**src/dcpt_pkg.sv**
```systemverilog
// Shared widths, reset values and register indexes of the drift-compensated period timer.
package dcpt_pkg;

  localparam int TS_W    = 48;
  localparam int CFG_W   = 24;
  localparam int DRIFT_W = 32;
  localparam int TOTAL_W = 56;
  localparam int CNT_W   = 6;

  typedef logic [TS_W-1:0]    ts_t;
  typedef logic [CFG_W-1:0]   cfg_t;
  typedef logic [TOTAL_W-1:0] total_t;

  localparam cfg_t PERIOD_RESET = 24'd10000;
  localparam cfg_t LIMIT_RESET  = 24'd10000;
  localparam cfg_t CFG_MAX      = 24'hFF_FFFF;

  // Register indexes on the configuration port
  localparam logic REG_PERIOD = 1'b0;
  localparam logic REG_LIMIT  = 1'b1;

  // Last dividend bit index of the serial divider
  localparam logic [CNT_W-1:0] DIV_LAST = 6'd55;

endpackage

```
**src/drift_compensated_period_timer.sv**
```systemverilog
// Drift-compensated period timer: drift, running mean and corrected wait per firing.
//
// Usage: each input item on timestamp_us (in_valid / in_stall) is the absolute
// microsecond time of one firing. For every item one result is produced on
// drift_us, wait_us and last_firing (out_valid / out_stall): the drift of this
// firing against the previous one, the corrected wait before the next firing
// and a flag on the firing that reaches task_limit.
// The configuration port (cfg_valid / cfg_ready, cfg_index, cfg_data) writes
// period_us (index 0) and task_limit (index 1); it is always ready.
// The first firing after reset passes the elapsed, drift and final steps to
// the result register; every later firing also passes the accumulate and load
// steps and the bit-serial restoring divider, which forms the mean drift one
// quotient bit per cycle over the 56-bit drift sum. One item is worked on at a
// time, so no new item is taken until the last is done; in_stall is high while an item is in work.
// A finished result waits in the output register while out_stall is high, and
// the next item is accepted and worked on meanwhile; it is held at its last
// step until the output register is free.
// Reset (rst, synchronous) restores period_us and task_limit to 10000 and
// clears the previous time, the firing count, the drift sum and out_valid.
module drift_compensated_period_timer
  import dcpt_pkg::*;
(
  input  logic                      clk,
  input  logic                      rst,
  // configuration write channel
  input  logic                      cfg_valid,
  output logic                      cfg_ready,
  input  logic                      cfg_index,
  input  logic [CFG_W-1:0]          cfg_data,
  // input channel
  input  logic                      in_valid,
  output logic                      in_stall,
  input  logic [TS_W-1:0]           timestamp_us,
  // output channel
  output logic                      out_valid,
  input  logic                      out_stall,
  output logic signed [DRIFT_W-1:0] drift_us,
  output logic [CFG_W-1:0]          wait_us,
  output logic                      last_firing
);

  localparam logic [2:0] S_IDLE  = 3'd0;
  localparam logic [2:0] S_ELAP  = 3'd1;
  localparam logic [2:0] S_DRIFT = 3'd2;
  localparam logic [2:0] S_ACCUM = 3'd3;
  localparam logic [2:0] S_LOAD  = 3'd4;
  localparam logic [2:0] S_DIV   = 3'd5;
  localparam logic [2:0] S_FIN   = 3'd6;

  logic [2:0]         state;
  cfg_t               period;
  cfg_t               limit;
  ts_t                prev;
  cfg_t               count;
  total_t             total;

  ts_t                ts;
  logic [TS_W:0]      elapsed;
  logic [DRIFT_W-1:0] drift;
  logic               first;
  logic               last;
  logic               neg;
  cfg_t               divisor;
  total_t             dvd;
  cfg_t               rem;
  logic [CNT_W-1:0]   bit_cnt;

  logic               in_acc;
  logic               out_free;
  logic [TS_W+1:0]    drift_full;
  logic [DRIFT_W-1:0] drift_next;
  logic [TOTAL_W:0]   sum_full;
  total_t             total_next;
  logic [CFG_W:0]     rem_sh;
  logic               q_bit;
  cfg_t               rem_next;
  logic               inc;
  logic [CFG_W+1:0]   sub_t;
  logic [CFG_W:0]     add_t;
  cfg_t               wait_next;

  assign cfg_ready = 1'b1;
  assign in_stall  = (state != S_IDLE);
  assign in_acc    = in_valid && !in_stall;
  assign out_free  = !out_valid || !out_stall;

  // Subtract the period from the elapsed time and saturate to 32 bits
  always_comb begin
    drift_full = {elapsed[TS_W], elapsed} - {2'b00, {(TS_W-CFG_W){1'b0}}, period};
    if (drift_full[TS_W+1:DRIFT_W-1] == '0 || drift_full[TS_W+1:DRIFT_W-1] == '1) begin
      drift_next = drift_full[DRIFT_W-1:0];
    end else if (drift_full[TS_W+1]) begin
      drift_next = {1'b1, {(DRIFT_W-1){1'b0}}};
    end else begin
      drift_next = {1'b0, {(DRIFT_W-1){1'b1}}};
    end
  end

  // Add this drift to the running sum, saturating at the 56-bit limits
  always_comb begin
    sum_full = {total[TOTAL_W-1], total}
             + {{(TOTAL_W-DRIFT_W+1){drift[DRIFT_W-1]}}, drift};
    if (sum_full[TOTAL_W] == sum_full[TOTAL_W-1]) begin
      total_next = sum_full[TOTAL_W-1:0];
    end else if (sum_full[TOTAL_W]) begin
      total_next = {1'b1, {(TOTAL_W-1){1'b0}}};
    end else begin
      total_next = {1'b0, {(TOTAL_W-1){1'b1}}};
    end
  end

  // One restoring division step: shift in a dividend bit, try to subtract
  always_comb begin
    rem_sh = {rem, dvd[TOTAL_W-1]};
    q_bit  = (rem_sh >= {1'b0, divisor});
    if (q_bit) begin
      rem_next = rem_sh[CFG_W-1:0] - divisor;
    end else begin
      rem_next = rem_sh[CFG_W-1:0];
    end
  end

  // Form the wait from the period and the rounded-up mean drift, clamped
  always_comb begin
    inc   = !neg && (rem != '0);
    sub_t = {2'b00, period} - {2'b00, dvd[CFG_W-1:0]} - {{(CFG_W+1){1'b0}}, inc};
    add_t = {1'b0, period} + {1'b0, dvd[CFG_W-1:0]};
    if (first) begin
      wait_next = period;
    end else if (!neg) begin
      if (dvd[TOTAL_W-1:CFG_W] != '0 || sub_t[CFG_W+1]) begin
        wait_next = '0;
      end else begin
        wait_next = sub_t[CFG_W-1:0];
      end
    end else begin
      if (dvd[TOTAL_W-1:CFG_W] != '0 || add_t[CFG_W]) begin
        wait_next = CFG_MAX;
      end else begin
        wait_next = add_t[CFG_W-1:0];
      end
    end
  end

  // Take configuration writes
  always_ff @(posedge clk) begin
    if (rst) begin
      period <= PERIOD_RESET;
      limit  <= LIMIT_RESET;
    end else if (cfg_valid && cfg_ready) begin
      case (cfg_index)
        REG_PERIOD: period <= cfg_data;
        REG_LIMIT:  limit  <= cfg_data;
        default:    period <= period;
      endcase
    end
  end

  // Sequence one item through the steps and hold the timer state
  always_ff @(posedge clk) begin
    if (rst) begin
      state <= S_IDLE;
      prev  <= '0;
      count <= '0;
      total <= '0;
    end else begin
      case (state)
        S_IDLE: begin
          if (in_acc) begin
            state <= S_ELAP;
          end
        end
        S_ELAP: begin
          prev  <= ts;
          if (count != CFG_MAX) begin
            count <= count + 1'b1;
          end
          state <= S_DRIFT;
        end
        S_DRIFT: begin
          state <= first ? S_FIN : S_ACCUM;
        end
        S_ACCUM: begin
          total <= total_next;
          state <= S_LOAD;
        end
        S_LOAD: begin
          state <= S_DIV;
        end
        S_DIV: begin
          if (bit_cnt == '0) begin
            state <= S_FIN;
          end
        end
        S_FIN: begin
          if (out_free) begin
            state <= S_IDLE;
          end
        end
        default: state <= S_IDLE;
      endcase
    end
  end

  // Working registers of the item in flight
  always_ff @(posedge clk) begin
    case (state)
      S_IDLE: begin
        if (in_acc) begin
          ts <= timestamp_us;
        end
      end
      S_ELAP: begin
        elapsed <= {1'b0, ts} - {1'b0, prev};
        first   <= (count == '0);
        last    <= (count != CFG_MAX) && ((count + 1'b1) == limit);
        divisor <= count;
      end
      S_DRIFT: begin
        drift <= drift_next;
      end
      S_LOAD: begin
        neg     <= total[TOTAL_W-1];
        dvd     <= total[TOTAL_W-1] ? (~total + 1'b1) : total;
        rem     <= '0;
        bit_cnt <= DIV_LAST;
      end
      S_DIV: begin
        dvd     <= {dvd[TOTAL_W-2:0], q_bit};
        rem     <= rem_next;
        bit_cnt <= bit_cnt - 1'b1;
      end
      default: begin
        bit_cnt <= bit_cnt;
      end
    endcase
  end

  // Output register: load on the last step, drop when taken
  always_ff @(posedge clk) begin
    if (rst) begin
      out_valid <= 1'b0;
    end else if (state == S_FIN && out_free) begin
      out_valid <= 1'b1;
    end else if (!out_stall) begin
      out_valid <= 1'b0;
    end
  end

  always_ff @(posedge clk) begin
    if (state == S_FIN && out_free) begin
      drift_us    <= drift;
      wait_us     <= wait_next;
      last_firing <= last;
    end
  end

  // The divider counts down one bit per cycle until it finishes
  a_div_count: assert property (@(posedge clk) disable iff (rst)
    (state == S_DIV && bit_cnt != '0) |=> (state == S_DIV && bit_cnt == $past(bit_cnt) - 1'b1))
    else $error("divider bit counter out of step");

  // The partial remainder stays below the divisor
  a_rem_bound: assert property (@(posedge clk) disable iff (rst)
    (state == S_DIV) |-> (rem < divisor))
    else $error("divider remainder not below divisor");

  // The firing count never goes back
  a_count_mono: assert property (@(posedge clk) disable iff (rst)
    !rst |=> (count >= $past(count)))
    else $error("firing count decreased");

  // A new result appears only from the last step
  a_out_src: assert property (@(posedge clk) disable iff (rst)
    $rose(out_valid) |-> $past(state == S_FIN))
    else $error("result raised outside the last step");

endmodule
```
**config.mk**
```make
export PLATFORM = sky130hd
export DESIGN_NAME = drift_compensated_period_timer
export DESIGN_NICKNAME = d
export VERILOG_FILES = /design/src/dcpt_pkg.sv /design/src/drift_compensated_period_timer.sv
export SDC_FILE = /design/constraint.sdc
export NUM_CORES = 1
export LEC_CHECK = 0
export BUFFER_PORTS_ARGS = -buffer_cell sky130_fd_sc_hd__clkbuf_2
export CORE_MARGIN = 2
export CORE_UTILIZATION = 57
export DETAILED_ROUTE_END_ITERATION = 12
export GPL_ROUTABILITY_DRIVEN = 0
export GPL_TIMING_DRIVEN = 1
export PLACE_DENSITY_LB_ADDON = 0.05
export SLEW_MARGIN = 20
export SYNTH_ARGS = -nofsm -noshare
export SYNTH_HDL_FRONTEND = slang
export SYNTH_SLANG_ARGS = --single-unit
```
**constraint.sdc**
```tcl
create_clock -name clk -period 5.6 [get_ports clk]
set_input_delay 1.12 -clock clk [delete_from_list [all_inputs] [get_ports clk]]
set_output_delay 1.12 -clock clk [all_outputs]
set_load 0.02 [all_outputs]
```
-- Yosys cells after proc, flatten, opt, wreduce, memory -nomap -nowiden
Cells that the tools add are included.
- bits in registers: 479
- input port bits: 78
- output and inout port bits: 60
- logic and storage cells: 92
- add/subtract/negate cells: 10
- $lt $le $gt $ge: 1
- equality and inequality tests: 14
- multiplexer cells: 20
- bitwise operators: 2
- reduce and logical (&&, ||, !) cells: 25
- operators by type and width (cell ; count):
    $mux 56 ; 3
    $mux 24 ; 5
    $pmux 56 s2 ; 1
    $mux 32 ; 2
    $add 56x32->57 ; 1
    $add 56x1->56 const B ; 1
    $not 56->56 ; 1
    $sub 49x25->50 ; 1
    $sub 48x48->49 ; 1
    $pmux 24 s2 ; 1
    $reduce_bool 32->1 ; 1
    $sub 25x2->26 ; 1
    $add 24x24->25 ; 1
    $ge 25x24->1 ; 1
    $sub 24x24->25 ; 1
    $add 24x1->24 const B ; 1
    $eq 24x24->1 ; 1
    $logic_not 24->1 ; 1
    $ne 24x24->1 const B ; 1
    $reduce_bool 24->1 ; 1
    $sub 24x24->24 ; 1
    $pmux 3 s7 ; 1
    $eq 19x19->1 const B ; 1
    $logic_not 19->1 ; 1
    20 further kinds ; 41

-- Longest topological paths before layout
Gate-level depths: netlist of run 1.
- depth in word-level cells: 7
- mapped depth: 17
- mapped depth without buffers: 16

-- Worst setup path before layout of run 1
Ideal clock, no wire load.
- kind: register to register
- from: register state[2]
- to: register dvd[55] (data pin)
- setup time: 0.261 ns
- arrival: 5.360 ns
- data required time: 5.339 ns
- setup slack: -0.021 ns
- cell stages (with the launch flop): 7
- path buffers: 1
- clock period less this slack: 5.621 ns
- path through: dfxtp_1 clkbuf_1 inv_1 nor2_1 nand2_1 nand4b_1 o21ai_0
- word-level cells in the longest chain between the ends: 2
- elaborated cells on any way between the ends: 3
- those cells by class: eq/ne: 2; mux: 1
- ends and longest elaborated chain (item ; line ; RTL):
    start, declared ; drift_compensated_period_timer.sv:50 ; logic [2:0] state;
    start signal, assigned ; drift_compensated_period_timer.sv:181 ; state <= first ? S_FIN : S_ACCUM;
    $eq 3x3->1 ; drift_compensated_period_timer.sv:207 ; case (state)
    $pmux 56 s2 * ; drift_compensated_period_timer.sv:207 ;
    end signal, assigned ; drift_compensated_period_timer.sv:224 ; dvd <= total[TOTAL_W-1] ? (~total + 1'b1) : total;
    end signal, assigned ; drift_compensated_period_timer.sv:229 ; dvd <= {dvd[TOTAL_W-2:0], q_bit};
    end, declared ; drift_compensated_period_timer.sv:64 ; total_t dvd;
Every way passes the cells marked *; elsewhere a longest branch is shown, timed or not.
A chain may end at the register's enable or synchronous reset.

-- Worst setup path after layout of run 1
- from: register dvd[1]
- to: register wait_us[17] (data pin)
- word-level cells in the longest chain between the ends: 6
- elaborated cells on any way between the ends: 9
- those cells by class: add/sub: 3; mux: 4; reduce/logical: 2
- ends and longest elaborated chain (item ; line ; RTL):
    $sub 24x24->25 ; drift_compensated_period_timer.sv:126 ; sub_t = {2'b00, period} - {2'b00, dvd[CFG_W-1:0]} - {{(CFG_W+1){1'b0}}, inc};
    $sub 25x2->26 ; drift_compensated_period_timer.sv:126 ;
    $logic_or 1x1->1 ; drift_compensated_period_timer.sv:131 ; if (dvd[TOTAL_W-1:CFG_W] != '0 || sub_t[CFG_W+1]) begin
    $mux 24 ; drift_compensated_period_timer.sv:131 ;
    $mux 24 * ; drift_compensated_period_timer.sv:130 ; end else if (!neg) begin
    $mux 24 * ; drift_compensated_period_timer.sv:128 ; if (first) begin
    named net wait_next[17] ; drift_compensated_period_timer.sv:80 ; cfg_t wait_next;
    end signal, assigned ; drift_compensated_period_timer.sv:253 ; wait_us <= wait_next;
    end, declared ; drift_compensated_period_timer.sv:38 ; output logic [CFG_W-1:0] wait_us,
Mark *: on every way through the listed nets, which the timed path passes. The rest lies on a longest branch.

==> impl_metrics.ini, run 1 <==
[floorplan]
ioPinCount = 138
core-area_sq_um = 54000
die_area_sq_um = 56700
die_w_um = 238
num_rows = 85
die_h_um = 238
initial_core_util_pct = 57.8

[logic_synthesis]
synthAdderAreaFrac_pct = 8.90
syn_area_sq_um = 31300
syn_inst = 3514
ys_types = 90
synth_top_family_by_area = compound AO/OA/AOI/OAI gates
synth_enable_flop_cells = 299
synthSimpleGateAreaFrac_pct = 15.9
ys_ff_latch = 479
muxShareOfSynthArea_pct = 0.997
yosysSeqAreaShare_pct = 40.3
yosys_warnings = 0
avgSynthCellArea_sq_um = 8.89
synthesis.nets = 3805
synth_compound_area_share_pct = 20.8
synthXorXnorAreaFrac_pct = 8.52
synthArstFlopShare_pct = 0
synthFlopType = edfxtp_1

[cts]
hold_buffers = 0
cts_sinks = 479
worstSkewPairLatency_ns = 0.61
root_buffer = clkbuf_16
cts_buffers = 52
clk_path_buf_depth = 3
cts.clk_slew.worst_paths_ns = 0.06
cts_resized = 0
cts_tree = done
post_cts_buffers = 0
h-tree-depth = 2

[layout]
layout_commonest_cell = nand2_1
final_cell_area_sq_um = 34200
area_delta_synth_final_pct = 9.56
drive_above_1_share_pct = 8.31
final_cell_mix = nand2_1 (398), a21oi_1 (346), edfxtp_1 (299)
final_nets = 3858

[grt]
grt_pass1_wl_um = 132000
grt_pass1_vias = 25000
antenna_found_initial = 2
gr-total-overflow = 0
grt_use_total_pct = 29.2
grt_max_degree = 118

[routing]
routedWlPerCell_um = 19.5
route.vias.total = 26400
drc = 0
ant_nets = 0
drtIter0Drc = 2006
viasPerCell = 6.12
wl_um = 83900
dr.pass1.iters = 5

[flow_run]
maxCapViolCount = 0

[setup_path]
slowest_delay_ns = 0.75
crit_buf_inv = 2
crit_family = compound AO/OA/AOI/OAI gates
path_class = reg2reg
endpoint_kind = register
crit_slowest_cell = o31ai_1
path_cells = inv_1 > ha_1 > nor2b_1 > o21a_1 > o21ai_0 > a21oi_1 > o31ai_1 > nor4_1 > a311oi_1 > and3b_1 > and3_1 > nand3b_1 > o41ai_4 > buf_4 > o221ai_1
critical_path_required_ns = 5.92
cp-start-kind = register
cp.arrival_ns = 5.21
cp_max_fo = 13

[timing]
clock.fmax_ghz = 0.204
final_hold_viol_count = 0
fin_skew_ns = 0.0182
fin_crit_sh_pct = 87.4
min_period_ns = 4.90
finalSetupViolations = 0
rsz0062_at_grt = no
fin_tns_setup_ns = 0
worstMarginPinSlew_ns = 0.969
slew_violations = 0
relSlewSlack_pct = 35.1
timing.hold.ws_ns = 0.452

[worst_hold_path]
hold_class = reg2reg

[place]
portBuffers = 136
placed_cell_area_sq_um = 32500
dp_hpwl_um = 62900

[power_and_ir_drop]
p_leak_nw = 13.2
peakVddDrop_mv = 0.281
power_mw = 10.8
power_density_nw_per_um2 = 316

[run_status]
status = complete, no violations
==> cells in the mapped netlist (all sizes together) (42+ instances only) <==
cell type | count | share of area [%]
a211oi | 82 | 2.0
nand2b | 45 | 0.90
edfxtp | 299 | 29
inv | 211 | 2.5
clkbuf | 158 | 1.9
dfxtp | 180 | 12
ha | 207 | 8.3
o21ai | 278 | 4.5
nor2 | 250 | 3.0
a21o | 70 | 1.7
a21oi | 346 | 5.5
xnor2 | 174 | 4.9
nor3 | 57 | 0.91
or3 | 42 | 0.90
nand3 | 59 | 0.94
xor2 | 130 | 3.6
nand2 | 399 | 4.8
==> layout make-up <==
class	instances	area, sq um
tap	696	871
multi-input combinational	2658	17300
fill	4621	19800
inverter	212	798
timing repair buffer	164	926
clock buffer	77	1510
sequential	479	12600
clock inverter	21	240
antenna	1	2.50
==> worst register-to-register path, delay by kind of cell (launching register included) <==
| family | cells | cell delay, ns |
|---|---|---|
| buffers and inverters | 2 | 0.47 |
| and+or+nand+nor | 5 | 0.93 |
| AOI/OAI and AO/OA | 7 | 2.54 |
| adders and majority gates | 1 | 0.27 |
| DFF | 1 | 0.39 |
==> report_power, final <==
part | internal [mW] | total (mW) | switching [mW]
registers | 4.14 | 4.39 | 0.254
clock network | 2.06 | 3.50 | 1.44
logic | 1.11 | 2.93 | 1.82
==> through the flow <==
stage	setup slack, ns	utilization [%]	cells
CTS	0.851	63.3	4307
detailed placement	0.920	60.1	4209
global route	0.436	63.4	4307
global placement	1.05	60.1	4209
floorplan	1.45	-	3514
finish	0.704	63.4	4308
==> logic make-up after synthesis <==
logic type                 after synthesis
buffers and inverters                  377
DFF                                    479
muxes                                   31
and+or+nand+nor                       1054
AOI/OAI and AO/OA                     1048
xor gates and xnor gates               304
other                                    1
adders and majority gates              220
==> path summary, 6_finish.rpt <==
kind	end	depth (start not counted)	startpoint	slack (ns)
worst min register to register	prev[32]$_SDFFE_PP0N_	2	prev[32]$_SDFFE_PP0N_	0.45
worst max register to register	wait_us[17]$_DFFE_PP_	15	dvd[1]$_DFFE_PN_	0.70
worst min-delay path	prev[32]$_SDFFE_PP0N_	2	prev[32]$_SDFFE_PP0N_	0.45
worst max-delay path	wait_us[17]$_DFFE_PP_	15	dvd[1]$_DFFE_PN_	0.70
==> state kept, by name, indices dropped and copies added (netlist names) <==
name / count
drift: 32
dvd: 56
last: 1
out_valid: 1
elapsed: 49
drift_us: 32
ts: 48
total: 56
prev: 48
first: 1
last_firing: 1
divisor: 24
wait_us: 24
count: 24
rem: 24
period: 24
state: 3
bit_cnt: 6
neg: 1
limit: 24
==> metal layers <==
metal | vias to the layer above | part of all wire, % | track usage, %
li1 | 12800 | - | -
met1 | 12500 | 43 | 38.5
met2 | 891 | 46 | 47.7
met3 | 210 | 7.0 | 4.56
met4 | 0 | 4.2 | 12.7
met5 | - | 0 | 0
Power figures use the tool's default switching activity.
==> run 2, diff against run 1 <==
--- a/config.mk
+++ b/config.mk
@@ -8,6 +8,7 @@
 export BUFFER_PORTS_ARGS = -buffer_cell sky130_fd_sc_hd__clkbuf_2
 export CORE_MARGIN = 2
 export CORE_UTILIZATION = 57
+export CTS_BUF_LIST = sky130_fd_sc_hd__clkbuf_16
 export DETAILED_ROUTE_END_ITERATION = 12
 export GPL_ROUTABILITY_DRIVEN = 0
 export GPL_TIMING_DRIVEN = 1
==> run 2 against run 1 <==
Compared with the run above: clock skew is 0.0017 ns lower; flip-flop and latch count is the same; core utilization fell by 0.060 points; clock power fell by 2%; worst setup slack got worse by 0.0019 ns; critical path type unchanged.
==> impl_metrics.ini, run 2 (same netlist as run 1, synthesis figures left out) <==
[grt]
antenna_found_initial = 2
grt_use_total_pct = 29.2
grt_max_degree = 118
gr-max-usage-layer = met2
grtUsageMet2_pct = 47.7
grt_pass1_wl_um = 132000
gr-total-overflow = 0
grtUsageMet3_pct = 4.55
grt_pass1_vias = 25000
met1_usage_pct = 38.5

[layout]
area_delta_synth_final_pct = 9.45
final_util_pct = 63.3
final_cell_area_sq_um = 34200
antennaDiodeCount = 0
final_nets = 3858
final_cell_mix = nand2_1 (398), a21oi_1 (346), edfxtp_1 (299)
n_fill_cell = 4624
top_regs = dvd (56), total (56), elapsed (49)
layout_commonest_cell = nand2_1
drive_above_1_share_pct = 8.28
instances_no_fill = 4307

[power_and_ir_drop]
p_comb_share_pct = 27.2
swShare_pct = 32.8
p_leak_nw = 13.3
power_mw = 10.8
p_switching_mw = 3.53
power_density_nw_per_um2 = 315
power_frac_seq_pct = 40.8
internal_power_mw = 7.23
clkPwrFrac_pct = 31.9
peakVddDrop_mv = 0.281

[routing]
drtIter0Drc = 2039
dr.pass1.iters = 5
routedWlPerCell_um = 19.5
route.vias.total = 26300
wl_um = 84100
drc = 0
ant_nets = 0
viasPerCell = 6.11

[floorplan]
core-area_sq_um = 54000
initial_core_util_pct = 57.8
ioPinCount = 138
die_h_um = 238
die_w_um = 238
die_area_sq_um = 56700
num_rows = 85

[setup_path]
endpoint_kind = register
cp.arrival_ns = 5.22
cp-start-kind = register
critical_path_required_ns = 5.92
path_class = reg2reg
cp_max_fo = 13

[timing]
finalSetupViolations = 0
fin_ws_ns = 0.702
worstMarginPinSlew_ns = 0.994
clock.fmax_ghz = 0.204
fin_crit_sh_pct = 87.5
min_period_ns = 4.90
final_hold_viol_count = 0
fin_skew_ns = 0.0165
timing.hold.ws_ns = 0.452
rsz0062_at_grt = no
fin_tns_setup_ns = 0
relSlewSlack_pct = 33.6
slew_violations = 0

[cts]
cts_sinks = 479
worstSkewPairLatency_ns = 0.61
cts_tree = done
cts.clk_slew.worst_paths_ns = 0.06
post_cts_buffers = 0
hold_buffers = 0
clk_path_buf_depth = 3
root_buffer = clkbuf_16
cts_buffers = 52
h-tree-depth = 2
cts_resized = 0

[run_status]
status = complete, no violations

[place]
portBuffers = 136
dp_slack_ns = 0.920
placed_cell_area_sq_um = 32500
dp_hpwl_um = 62900
dp_cells = 4209

[worst_hold_path]
hold_class = reg2reg

[flow_run]
maxCapViolCount = 0
==> run 2: layout make-up <==
| cell class | count | area, sq um | share of cell area [%] |
|---|---|---|---|
| multi-input combinational | 2658 | 17300 | 50.6 |
| inverter | 212 | 798 | 2.33 |
| clock buffer | 56 | 1400 | 4.10 |
| timing repair buffer | 164 | 926 | 2.71 |
| tap | 696 | 871 | 2.55 |
| clock inverter | 42 | 319 | 0.933 |
| sequential | 479 | 12600 | 36.8 |
==> run 2: layer usage <==
| metal | routed length [um] | up-vias |
|---|---|---|
| met5 | 0 | - |
| met1 | 36300 | 12400 |
| met3 | 5690 | 221 |
| met4 | 3590 | 0 |
| met2 | 38500 | 872 |
| li1 | - | 12800 |
==> run 2: worst paths after layout <==
kind	start	endpoint	slack, ns	depth (start not counted)
worst max register to register	period[1]$_SDFFE_PP0P_	wait_us[13]$_DFFE_PP_	0.70	14
worst min register to register	prev[32]$_SDFFE_PP0N_	prev[32]$_SDFFE_PP0N_	0.45	2
worst min-delay path	prev[32]$_SDFFE_PP0N_	prev[32]$_SDFFE_PP0N_	0.45	2
worst max-delay path	period[1]$_SDFFE_PP0P_	wait_us[13]$_DFFE_PP_	0.70	14
==> run 2: worst max-delay path, stage by stage (launching register included) <==
cell and delay [ns]:
dfxtp_1 0.53, ha_1 0.31, nor2b_1 0.14, o21a_1 0.17
o21ai_0 0.30, a21oi_1 0.19, o31ai_1 0.73, nor4_1 0.11
a311oi_1 0.50, and3b_1 0.29, and3_1 0.21, nand3b_1 0.18
o41ai_4 0.51, buf_4 0.31, o221ai_1 0.15
==> run 2: power by group through the flow <==
stage	Sequential, mW	Combinational [mW]	Clock, mW
5_1_grt	4.42	3.24	3.63
3_5_place_dp	4.46	2.88	0
2_1_floorplan	4.37	2.20	0
4_1_cts	4.39	2.90	3.50
3_3_place_gp	4.45	2.81	0
6_report	4.40	2.93	3.44
